==> config.mk <==
export PLATFORM = sky130hd
export DESIGN_NAME = rfa_front
export DESIGN_NICKNAME = d
export VERILOG_FILES = /design/src/rtl/rfa_pkg.sv /design/src/rtl/rfa_front.sv
export SDC_FILE = /design/constraint.sdc
export NUM_CORES = 1
export LEC_CHECK = 0
export ABC_CLOCK_PERIOD_IN_PS = 1900
export BUFFER_PORTS_ARGS = -buffer_cell sky130_fd_sc_hd__buf_2
export CORE_MARGIN = 4
export CORE_UTILIZATION = 37
export DETAILED_ROUTE_END_ITERATION = 6
export PLACE_DENSITY_LB_ADDON = 0.2
export SLEW_MARGIN = 10
export SYNTH_ARGS = -nofsm -noshare
export SYNTH_HDL_FRONTEND = slang
export SYNTH_SLANG_ARGS = --single-unit
export TNS_END_PERCENT = 50
==> constraint.sdc <==
create_clock -name vclk -period 1.9
set_clock_uncertainty 0.1 [all_clocks]
set_input_delay 0.38 -clock vclk [all_inputs]
set_output_delay 0.38 -clock vclk [all_outputs]
set_load 0.03 [all_outputs]
==> src/rtl/rfa_pkg.sv <==
// ----------------------------------------------------------------------------
// rfa_pkg: shared types and constants of the region feature accumulator
// Widths, command codes, the request and region-entry records, and the
// state encoding of the back end.
// ----------------------------------------------------------------------------
package rfa_pkg;

    localparam int MAX_REGIONS   = 1024;
    localparam int COORD_BITS    = 12;
    localparam int FRACTION_BITS = 8;

    localparam int ADDR_W  = $clog2(MAX_REGIONS);
    localparam int LABEL_W = $clog2(MAX_REGIONS + 1);
    localparam int AREA_W  = 2 * COORD_BITS + 1;
    localparam int SUM_W   = AREA_W + COORD_BITS - 1;
    localparam int CENT_W  = COORD_BITS + FRACTION_BITS;
    localparam int DVD_W   = SUM_W + FRACTION_BITS;
    localparam int PADDR_W = 4;

    localparam logic [AREA_W-1:0] AREA_CAP = AREA_W'(1) << (2 * COORD_BITS);
    localparam logic [LABEL_W-1:0] LABEL_TOP = LABEL_W'(MAX_REGIONS);

    typedef enum logic [1:0] {
        CMD_CLEAR = 2'd0,
        CMD_ACC   = 2'd1,
        CMD_READ  = 2'd2,
        CMD_NONE  = 2'd3
    } cmd_e;

    typedef enum logic [1:0] {
        REG_ROW_FIRST = 2'd0,
        REG_ROW_LAST  = 2'd1,
        REG_COL_FIRST = 2'd2,
        REG_COL_LAST  = 2'd3
    } reg_e;

    typedef enum logic [1:0] {
        OP_CLEAR = 2'd0,
        OP_ACC   = 2'd1,
        OP_READ  = 2'd2
    } op_e;

    typedef enum logic [2:0] {
        B_SWEEP,
        B_IDLE,
        B_ACC,
        B_READ,
        B_DIV,
        B_OUT
    } back_state_e;

    typedef struct packed {
        logic [COORD_BITS-1:0] row_first;
        logic [COORD_BITS-1:0] row_last;
        logic [COORD_BITS-1:0] col_first;
        logic [COORD_BITS-1:0] col_last;
    } cfg_t;

    localparam cfg_t CFG_RESET = '{
        row_first: '0,
        row_last:  '1,
        col_first: '0,
        col_last:  '1
    };

    typedef struct packed {
        op_e                   op;
        logic                  hit;
        logic [ADDR_W-1:0]     addr;
        logic [LABEL_W-1:0]    label;
        logic [COORD_BITS-1:0] row;
        logic [COORD_BITS-1:0] col;
    } req_t;

    typedef struct packed {
        logic [AREA_W-1:0]     area;
        logic [SUM_W-1:0]      sum_x;
        logic [SUM_W-1:0]      sum_y;
        logic [COORD_BITS-1:0] x_min;
        logic [COORD_BITS-1:0] x_max;
        logic [COORD_BITS-1:0] y_min;
        logic [COORD_BITS-1:0] y_max;
    } entry_t;

    typedef struct packed {
        logic [LABEL_W-1:0]    region_id;
        logic [AREA_W-1:0]     area;
        logic [CENT_W-1:0]     centroid_x;
        logic [CENT_W-1:0]     centroid_y;
        logic [COORD_BITS-1:0] box_x_min;
        logic [COORD_BITS-1:0] box_x_max;
        logic [COORD_BITS-1:0] box_y_min;
        logic [COORD_BITS-1:0] box_y_max;
    } rsp_t;

    typedef struct packed {
        logic push;
        logic full;
    } q_ctl_t;

endpackage

==> src/rtl/rfa_front.sv <==
// ----------------------------------------------------------------------------
// rfa_front: request intake and classification
// Decodes the command, checks the label range and the window, and hands
// only requests with an effect to the queue.
// ----------------------------------------------------------------------------
module rfa_front
(
    input  logic                           req_valid,
    output logic                           req_stall,
    input  logic [1:0]                     command,
    input  logic [rfa_pkg::LABEL_W-1:0]    label,
    input  logic [rfa_pkg::COORD_BITS-1:0] row,
    input  logic [rfa_pkg::COORD_BITS-1:0] column,
    input  rfa_pkg::cfg_t                  cfg,
    input  logic                           init_busy,
    input  logic                           q_full,
    output logic                           q_push,
    output rfa_pkg::req_t                  q_req
);

    logic label_ok;
    logic in_window;
    logic keep;

    assign label_ok  = (label != '0) && (label <= rfa_pkg::LABEL_TOP);
    assign in_window = (row >= cfg.row_first) && (row <= cfg.row_last) &&
                       (column >= cfg.col_first) && (column <= cfg.col_last);

    // Stall while the queue is full and during the memory clearing pass after reset.
    assign req_stall = q_full || init_busy;

    always_comb
    begin
        q_req       = '0;
        q_req.hit   = label_ok;
        q_req.addr  = rfa_pkg::ADDR_W'(label - rfa_pkg::LABEL_W'(1));
        q_req.label = label;
        q_req.row   = row;
        q_req.col   = column;
        keep        = 1'b0;
        case (rfa_pkg::cmd_e'(command))
            rfa_pkg::CMD_CLEAR:
            begin
                q_req.op = rfa_pkg::OP_CLEAR;
                keep     = 1'b1;
            end
            rfa_pkg::CMD_ACC:
            begin
                q_req.op = rfa_pkg::OP_ACC;
                keep     = label_ok && in_window;
            end
            rfa_pkg::CMD_READ:
            begin
                q_req.op = rfa_pkg::OP_READ;
                keep     = 1'b1;
            end
            default:
            begin
                q_req.op = rfa_pkg::OP_ACC;
                keep     = 1'b0;
            end
        endcase
    end

    assign q_push = req_valid && !req_stall && keep;

endmodule

==> summary.md <==
| Metric | Value |
|---|---|
| Status | finished with violations |
| Failing checks | setup timing |
| Initial Util | 0.394 |
| Vias in the first global route | between 1,500 and 2,000 |
| Dpl cell area | 2450 um2 |
| Clock buffer count | 0 |
| Pin slew with the least headroom to its limit | 0.265 ns |
| WL/cell | ~11 um |
| Synthesized area | 1630 um2 |
| RSZ-0062 raised after global routing | yes |
| Register area share after synthesis | 0 |
| Seq. cell area | 0 um2 |
| Pleak | approximately 1.6 nW |
| Largest net degree at the start of global routing | 6 |
| Final setup vio count | 5 |
| Fmax | 422 MHz |
| Area Growth Syn to Fin | 65.3% |
| Layout cells sized above 1 | 0.564 |
| Antenna cells | 0 |
| Syn avg cell area | 7.19 um2 |
| Final RePlAce weighted congestion | 0.731 |
| Cell variety after synth | 27 |
| Fin area | 2700 um2 |
| Min Tclk post-route | 2.37 ns |
| First-pass GRT wire length | ~7 mm |
| CP startpoint kind | input port |
| Boundary Pins | 138 |
| Setup ws final | -0.468 ns |
| Critical path class | in2out |
| # rows | 23 |
| # DRC | 0 |
| WL final | about 4.7 mm |
| Main combinational cell family by area after synthesis | adder cells |
| # port buffers | 138 |
| XOR/XNOR Fraction of Synth Area | 0.0483 |
| Synth Area in Compound Gates | 0.146 |
| Wl on met1 | 1.86 mm |
| YS warnings | 0 |
| Post-synthesis simple-gate area fraction | 0.146 |
| Gr ovfl total | 0 |
| Layout Nets | between 500 and 600 |
| Worst Hold Class | in2out |
| Power Density | 247 nW/um2 |
| Die area | about 5500 um2 |
| Via Count | 1,885 |
| Max-Slew Margin vs Limit | 0.822 |
| Max layer used | met4 |
| Fin cells | 412 |
| Initial antenna violation count | 0 |
| Final period utilization | 1.25 |
| Max-cap violation count | 0 |
| Dpl hpwl | 4.22 mm |
| Placed Cells | approximately 410 |
| Tot GR Track Use | 0.151 |
| Max Slew Vio Count | 0 |
| Mux share of post-synthesis cell area | 0 |
| Peak VDD IR | 0.161 mV |
| CTS Hold Bufs | 0 |
| Most frequent cells in the layout | 127 x buf_2, 45 x inv_1, 43 x ha_1, 34 x buf_4 |
| Sequential cell count | 0 |
| Die width | between 70 and 80 um |
| Critical Path AT | 1.89 ns |
| DRT Pass-1 Iters | 4 |
| Fraction of the mapped netlist area in adder cells | 0.376 |
| Initial DRC count | 43 |
| DR WL met3 | 415 um |
| Gate count after technology mapping | between 200 and 250 |
| WP data required | 1.42 ns |
| Die span in y | 74.4 um |
| WHS Path Cells | 2 |
| CP Capture Type | primary output |
| Crit path max fanout | 2 |
| Most common cell after layout, fill and taps aside | buf_2 |
| Met2 Wirelength | roughly 2.4 mm |
| Drt via density | 4.58 |
| Mapped Nets | 364 |
| Core Box Area | 4140 um2 |
| Antenna Nets Post-Route | 0 |
| Final hold violations | 0 |
## worst max-delay path, stage by stage
cell and delay [ns]:
buf_2 0.11, or4_4 0.55, nor3_4 0.17, nand2_2 0.09
xor2_2 0.15, nand4_1 0.15, o22ai_4 0.13, buf_6 0.15
## Yosys cell counts
cell type	instances	share of area
a2111oi_0	2	0.011
a211o_1	1	0.0054
a211oi_1	3	0.014
a21o_1	7	0.032
a21oi_1	13	0.040
a31oi_1	1	0.0038
a41oi_1	1	0.0054
buf_4	36	0.17
clkbuf_1	1	0.0023
ha_1	49	0.38
inv_1	50	0.12
nand2_1	8	0.018
nand2b_1	2	0.0077
nand3_1	5	0.015
nand4_1	10	0.038
nor2_1	8	0.018
nor2b_1	4	0.015
nor3_1	4	0.012
nor3_2	1	0.0061
nor4_1	2	0.0077
o211ai_1	2	0.0092
o21ai_0	4	0.012
o22ai_1	2	0.0077
o311a_1	1	0.0061
or4_4	1	0.0069
xnor2_1	2	0.011
xor2_1	7	0.038
## timing repair
item,in CTS,in global routing
resized for setup,23,24
pin swaps,7,10
setup endpoints to repair,9,9
setup buffers,1,3
## where the power goes
part	internal, mW	switching, mW
Clock	0	0
Combinational	0.305	0.362
Sequential	0	0
Total	0.305	0.362
## through the flow
stage / utilization / TNS, ns / hold WS [ns] / setup slack (ns) / power (mW)
floorplan: - / -1.04 / 0.754 / -0.244 / 0.394
global placement: 0.592 / -2.07 / 0.928 / -0.574 / 0.603
detailed placement: 0.592 / -2.16 / 0.930 / -0.569 / 0.611
CTS: 0.620 / -1.73 / 0.930 / -0.478 / 0.639
global route: 0.651 / -2.03 / 0.934 / -0.533 / 0.741
finish: 0.651 / -1.78 / 0.927 / -0.468 / 0.666
## final timing paths
| path | endpoint | start |
|---|---|---|
| min | q_req[0] | column[0] |
| max | q_push | label[3] |
## cell families after synthesis
logic type                 after synthesis
and+or+nand+nor                         45
buffers and inverters                   87
AOI/OAI and AO/OA                       37
xor gates and xnor gates                 9
adders and majority gates               49
## area by class of cell
type / instances / area (um2)
Fill cell: 413 / 1450
Inverter: 50 / 188
Multi-Input combinational cell: 140 / 1430
Tap cell: 50 / 62.6
Timing Repair Buffer: 172 / 1010
## per-layer routing
metal / vias to the layer above / global-route usage
li1: 1008 / -
met1: 796 / 0.189
met4: 0 / 0
met2: 79 / 0.299
met5: - / 0
met3: 2 / 0.0108
(Power assumes the default switching activity.)
