File: src/rtl/rfa_pkg.sv
// ----------------------------------------------------------------------------
// rfa_pkg: shared types and constants of the region feature accumulator
// Widths, command codes, the request and region-entry records, and the
// state encoding of the back end.
// ----------------------------------------------------------------------------
package rfa_pkg;

    localparam int MAX_REGIONS   = 1024;
    localparam int COORD_BITS    = 12;
    localparam int FRACTION_BITS = 8;

    localparam int ADDR_W  = $clog2(MAX_REGIONS);
    localparam int LABEL_W = $clog2(MAX_REGIONS + 1);
    localparam int AREA_W  = 2 * COORD_BITS + 1;
    localparam int SUM_W   = AREA_W + COORD_BITS - 1;
    localparam int CENT_W  = COORD_BITS + FRACTION_BITS;
    localparam int DVD_W   = SUM_W + FRACTION_BITS;
    localparam int PADDR_W = 4;

    localparam logic [AREA_W-1:0] AREA_CAP = AREA_W'(1) << (2 * COORD_BITS);
    localparam logic [LABEL_W-1:0] LABEL_TOP = LABEL_W'(MAX_REGIONS);

    typedef enum logic [1:0] {
        CMD_CLEAR = 2'd0,
        CMD_ACC   = 2'd1,
        CMD_READ  = 2'd2,
        CMD_NONE  = 2'd3
    } cmd_e;

    typedef enum logic [1:0] {
        REG_ROW_FIRST = 2'd0,
        REG_ROW_LAST  = 2'd1,
        REG_COL_FIRST = 2'd2,
        REG_COL_LAST  = 2'd3
    } reg_e;

    typedef enum logic [1:0] {
        OP_CLEAR = 2'd0,
        OP_ACC   = 2'd1,
        OP_READ  = 2'd2
    } op_e;

    typedef enum logic [2:0] {
        B_SWEEP,
        B_IDLE,
        B_ACC,
        B_READ,
        B_DIV,
        B_OUT
    } back_state_e;

    typedef struct packed {
        logic [COORD_BITS-1:0] row_first;
        logic [COORD_BITS-1:0] row_last;
        logic [COORD_BITS-1:0] col_first;
        logic [COORD_BITS-1:0] col_last;
    } cfg_t;

    localparam cfg_t CFG_RESET = '{
        row_first: '0,
        row_last:  '1,
        col_first: '0,
        col_last:  '1
    };

    typedef struct packed {
        op_e                   op;
        logic                  hit;
        logic [ADDR_W-1:0]     addr;
        logic [LABEL_W-1:0]    label;
        logic [COORD_BITS-1:0] row;
        logic [COORD_BITS-1:0] col;
    } req_t;

    typedef struct packed {
        logic [AREA_W-1:0]     area;
        logic [SUM_W-1:0]      sum_x;
        logic [SUM_W-1:0]      sum_y;
        logic [COORD_BITS-1:0] x_min;
        logic [COORD_BITS-1:0] x_max;
        logic [COORD_BITS-1:0] y_min;
        logic [COORD_BITS-1:0] y_max;
    } entry_t;

    typedef struct packed {
        logic [LABEL_W-1:0]    region_id;
        logic [AREA_W-1:0]     area;
        logic [CENT_W-1:0]     centroid_x;
        logic [CENT_W-1:0]     centroid_y;
        logic [COORD_BITS-1:0] box_x_min;
        logic [COORD_BITS-1:0] box_x_max;
        logic [COORD_BITS-1:0] box_y_min;
        logic [COORD_BITS-1:0] box_y_max;
    } rsp_t;

    typedef struct packed {
        logic push;
        logic full;
    } q_ctl_t;

endpackage

File: src/rtl/rfa_queue.sv
// ----------------------------------------------------------------------------
// rfa_queue: request queue between front and back
// A four-entry first-in first-out store of classified requests.
// ----------------------------------------------------------------------------
module rfa_queue
(
    input  logic          clk,
    input  logic          rst_n,
    input  logic          push,
    input  rfa_pkg::req_t push_req,
    input  logic          pop,
    output rfa_pkg::req_t head_req,
    output logic          empty,
    output logic          full
);

    localparam int DEPTH = 4;
    localparam int PTR_W = $clog2(DEPTH);

    rfa_pkg::req_t      slot_reg [DEPTH];
    logic [PTR_W-1:0]   wr_ptr_reg, wr_ptr_next;
    logic [PTR_W-1:0]   rd_ptr_reg, rd_ptr_next;
    logic [PTR_W:0]     count_reg, count_next;

    assign empty    = (count_reg == '0);
    assign full     = (count_reg == (PTR_W+1)'(DEPTH));
    assign head_req = slot_reg[rd_ptr_reg];

    always_comb
    begin
        wr_ptr_next = wr_ptr_reg;
        rd_ptr_next = rd_ptr_reg;
        count_next  = count_reg;
        if (push)
        begin
            wr_ptr_next = wr_ptr_reg + PTR_W'(1);
        end
        if (pop)
        begin
            rd_ptr_next = rd_ptr_reg + PTR_W'(1);
        end
        if (push && !pop)
        begin
            count_next = count_reg + (PTR_W+1)'(1);
        end
        else if (pop && !push)
        begin
            count_next = count_reg - (PTR_W+1)'(1);
        end
    end

    always_ff @(posedge clk or negedge rst_n)
    begin
        if (!rst_n)
        begin
            wr_ptr_reg <= '0;
            rd_ptr_reg <= '0;
            count_reg  <= '0;
        end
        else
        begin
            wr_ptr_reg <= wr_ptr_next;
            rd_ptr_reg <= rd_ptr_next;
            count_reg  <= count_next;
        end
    end

    always_ff @(posedge clk)
    begin
        if (push)
        begin
            slot_reg[wr_ptr_reg] <= push_req;
        end
    end

endmodule

File: config.mk
export PLATFORM = sky130hd
export DESIGN_NAME = rfa_queue
export DESIGN_NICKNAME = d
export VERILOG_FILES = /design/src/rtl/rfa_pkg.sv /design/src/rtl/rfa_queue.sv
export SDC_FILE = /design/constraint.sdc
export NUM_CORES = 1
export LEC_CHECK = 0
export ABC_AREA = 1
export ABC_CLOCK_PERIOD_IN_PS = 1900
export BUFFER_PORTS_ARGS = -buffer_cell sky130_fd_sc_hd__buf_2
export CAP_MARGIN = 15
export CORE_MARGIN = 4
export CORE_UTILIZATION = 40
export DETAILED_ROUTE_END_ITERATION = 8
export GPL_TIMING_DRIVEN = 0
export PLACE_DENSITY = 0.69
export SLEW_MARGIN = 20
export SYNTH_ARGS = -nofsm -noshare
export SYNTH_HDL_FRONTEND = slang
export SYNTH_SLANG_ARGS = --single-unit
export TNS_END_PERCENT = 20
File: constraint.sdc
create_clock -name clk -period 1.9 [get_ports clk]
set_clock_uncertainty 0.05 [all_clocks]
set_input_delay 0.095 -clock clk [delete_from_list [all_inputs] [get_ports clk]]
set_output_delay 0.095 -clock clk [all_outputs]
set_load 0.02 [all_outputs]
==> metrics <==
clock transition at the registers of the reported paths=about 70 ps; clk_lat worst skew=430 ps; final worst-path cycle share=between 90% and 100%; Placed Area=around 0.0090 mm^2; root buf cell=clkbuf_16; DIE WIDTH=around 150 um; count of input and output buffers=about 100; number of fillers in the final layout=approximately 1700; endpoints failing setup=0; Post-DRT Antenna Nets=0; Yosys cell types=19; Die Ht=151 um; H-tree depth=4; Worst-Margin Slew=723 ps; total routed wirelength=between 15000 and 20000 um; TritonCTS Sinks=199; Crit path largest cell delay=380 ps; Worst IR Drop VDD=around 0.00081 V; area leader, netlist=edfxtp_1; TritonRoute pass-1 iters=5; gr usage total=about 15%; Async SR Flop Fraction=under 10%; Core Region=between 0.02 and 0.025 mm^2; Initial DRC Count=280; layout cells sized above 1=about a quarter; Pleak=~0.0042 uW; drt drc=0; TritonCTS clock tree=done; Slowest cell on crit path=dfrtp_1; startpoint types=register; unrepaired setup endpoints after global routing=yes; Max-cap violations=0; via count=between 4000 and 5000; fin area=approximately 0.010 mm^2; Worst path most repeated cell=buf_6; Die ar.=between 0.02 and 0.025 mm^2; count of final hold-check violations=0; total gr overflow=0; Primary FF master, synth=edfxtp_1; share of the synthesized area in the top cell type=a little over two thirds; outcome=complete, no violations; Syn Area/Cell=around 13 um^2; Largest register FFs=192; Tmin final=1840 ps; synthesized flop and latch total=between 150 and 200; Total Nets Final=841; Sequential cell area=0.00594 mm^2; crit path kind=register to output port; EDFF count, synth=192; fmax=~540 MHz; P per Cell Area=1570 mW/mm^2; I/O Pins=approximately 100; cell area after synthesis=0.00817 mm^2; largest net degree at the start of global routing=about 50; Area Overhead vs Synth=25.7%; Antenna Cells=0; syn nets=~670; initial antenna violation count=0; initial core utilization=between 40 and 50%; Slew HR=51.8%; critical path required time=around 1800 ps; Slew Viols, Final=0; post-DR vias/cell=between 4 and 5; YS warnings=0; part of the Yosys area used for sequential elements=between 70% and 80%; Hold WC Path Type=primary input to register; top cells by area, synth=edfxtp_1, nand2_1, o211ai_1; non-filler instance count after layout=1066; CP max FO=10; per-cell routed wire length=around 16 um; gpl congestion=around 0.69; multi-input logic area=0.00155 mm^2; Gate Count Post-Synth=between 600 and 700; final core utilization=between 50% and 60%; vias in the first global route=roughly 5000; crit-path cells=buf_6, buf_12, buf_6, o211ai_1, nand2_1, buf_2; CP arrival=between 1500 and 2000 ps; first-pass GRT wire length=26100 um; HPWL Detailed=just over 10000 um; Worst setup EP type=output port; Core Rows=52; Longest Clk Path Bufs=2; cts bufs inserted=17; placed cell count=between 900 and 1000
## kinds of logic after synthesis
group | Yosys count | share of synthesized area (%)
AOI/OAI and AO/OA | 97 | 9.98
xor gates and xnor gates | 4 | 0.429
DFF | 199 | 72.7
and+or+nand+nor | 161 | 7.47
adders and majority gates | 6 | 1.01
buffers and inverters | 141 | 8.39
## where the power goes
group / total [uW] / switching, uW / internal (uW) / leakage [uW]
Clock: 3520 / 1560 / 1960 / 0.000277
Sequential: 5990 / 237 / 5750 / 0.00185
Combinational: 6640 / 4260 / 2380 / 0.00205
Total: 16100 / 6050 / 10100 / 0.00417
## layout make-up
class | instances | share of cell area, %
well taps | 270 | 3.29
repair buffers | 155 | 10.5
flip-flops and latches | 199 | 57.9
multi-input cells | 268 | 15.1
inverters | 108 | 4.06
repair inverters | 1 | 0.0731
clock buffers | 19 | 4.22
clock inverters | 13 | 1.41
plain buffers | 33 | 3.50
## worst paths after layout
path                                      startpoint                   endpoint  slack, ps  cells past startpoint
max in group asynchronous                      rst_n  rd_ptr_reg[1]$_DFFE_PN0P_        920                      3
min reg2reg                 count_reg[2]$_DFFE_PN0P_   count_reg[2]$_DFFE_PN0P_        450                      2
min                                     push_req[42]  slot_reg[3][42]$_DFFE_PP_        370                      2
max                        rd_ptr_reg[0]$_DFFE_PN0P_               head_req[33]         60                      6
min in group asynchronous                      rst_n   count_reg[0]$_DFFE_PN0P_        580                      3
max reg2reg                wr_ptr_reg[0]$_DFFE_PN0P_  slot_reg[0][17]$_DFFE_PP_        160                      4
## cells in the mapped netlist, drive strengths merged (2+ instances only)
master	n
nand2	157
clkbuf	5
edfxtp	192
ha	5
nor3	2
inv	108
dfrtp	7
o211ai	96
buf	28
xor2	3
## critical path: cells and delay by family, from the launching register on
kind	cells	cell delay (ps)
compound gates	1	170
buf+inv	4	610
flops	1	380
simple gates	1	110
## layout by cell type (no fill, tap or decap), types with 2 or more instances in the layout
cell type / instances
o211ai_2: 18
clkinv_4: 2
clkbuf_1: 3
xor2_1: 3
clkbuf_16: 17
dfrtp_1: 6
o211ai_1: 78
buf_8: 4
clkbuf_2: 2
buf_2: 99
nor3_1: 2
ha_1: 5
inv_1: 103
inv_6: 5
edfxtp_1: 192
nand2_1: 156
bufinv_16: 2
buf_12: 5
buf_4: 7
inv_4: 3
buf_6: 17
clkinvlp_4: 4
dlygate4sd3_1: 52
## through the flow
step                      worst slack, ps  hold slack (ps)  setup TNS [ps]  power, uW
after floorplan                      -158             -251          -18460      10300
after global placement               -912             -103         -154060      12300
after detailed placement             -186             -102           -4570      12400
after CTS                           -6.03              340           -11.4      16100
after global routing                -21.6              350           -52.0      17100
final                                63.4              366               0      16100
## repair_timing
item | in CTS | in global routing
resized for setup | 10 | 28
setup endpoints to repair | 65 | 34
buffers inserted | 1 | 0
gates cloned | 1 | 0
hold buffers | 52 | 0
hold endpoints to repair | 202 | 0
pin swaps | 0 | 14
## routing by layer
metal / share of wire (%) / up-vias / GRT usage [%]
li1: - / 2454 / -
met1: 44 / 2367 / 19.2
met2: 50 / 109 / 26.0
met3: 4.8 / 24 / 3.86
met4: 1.8 / 0 / 5.30
met5: 0 / - / 0
(Power assumes the default switching activity.)
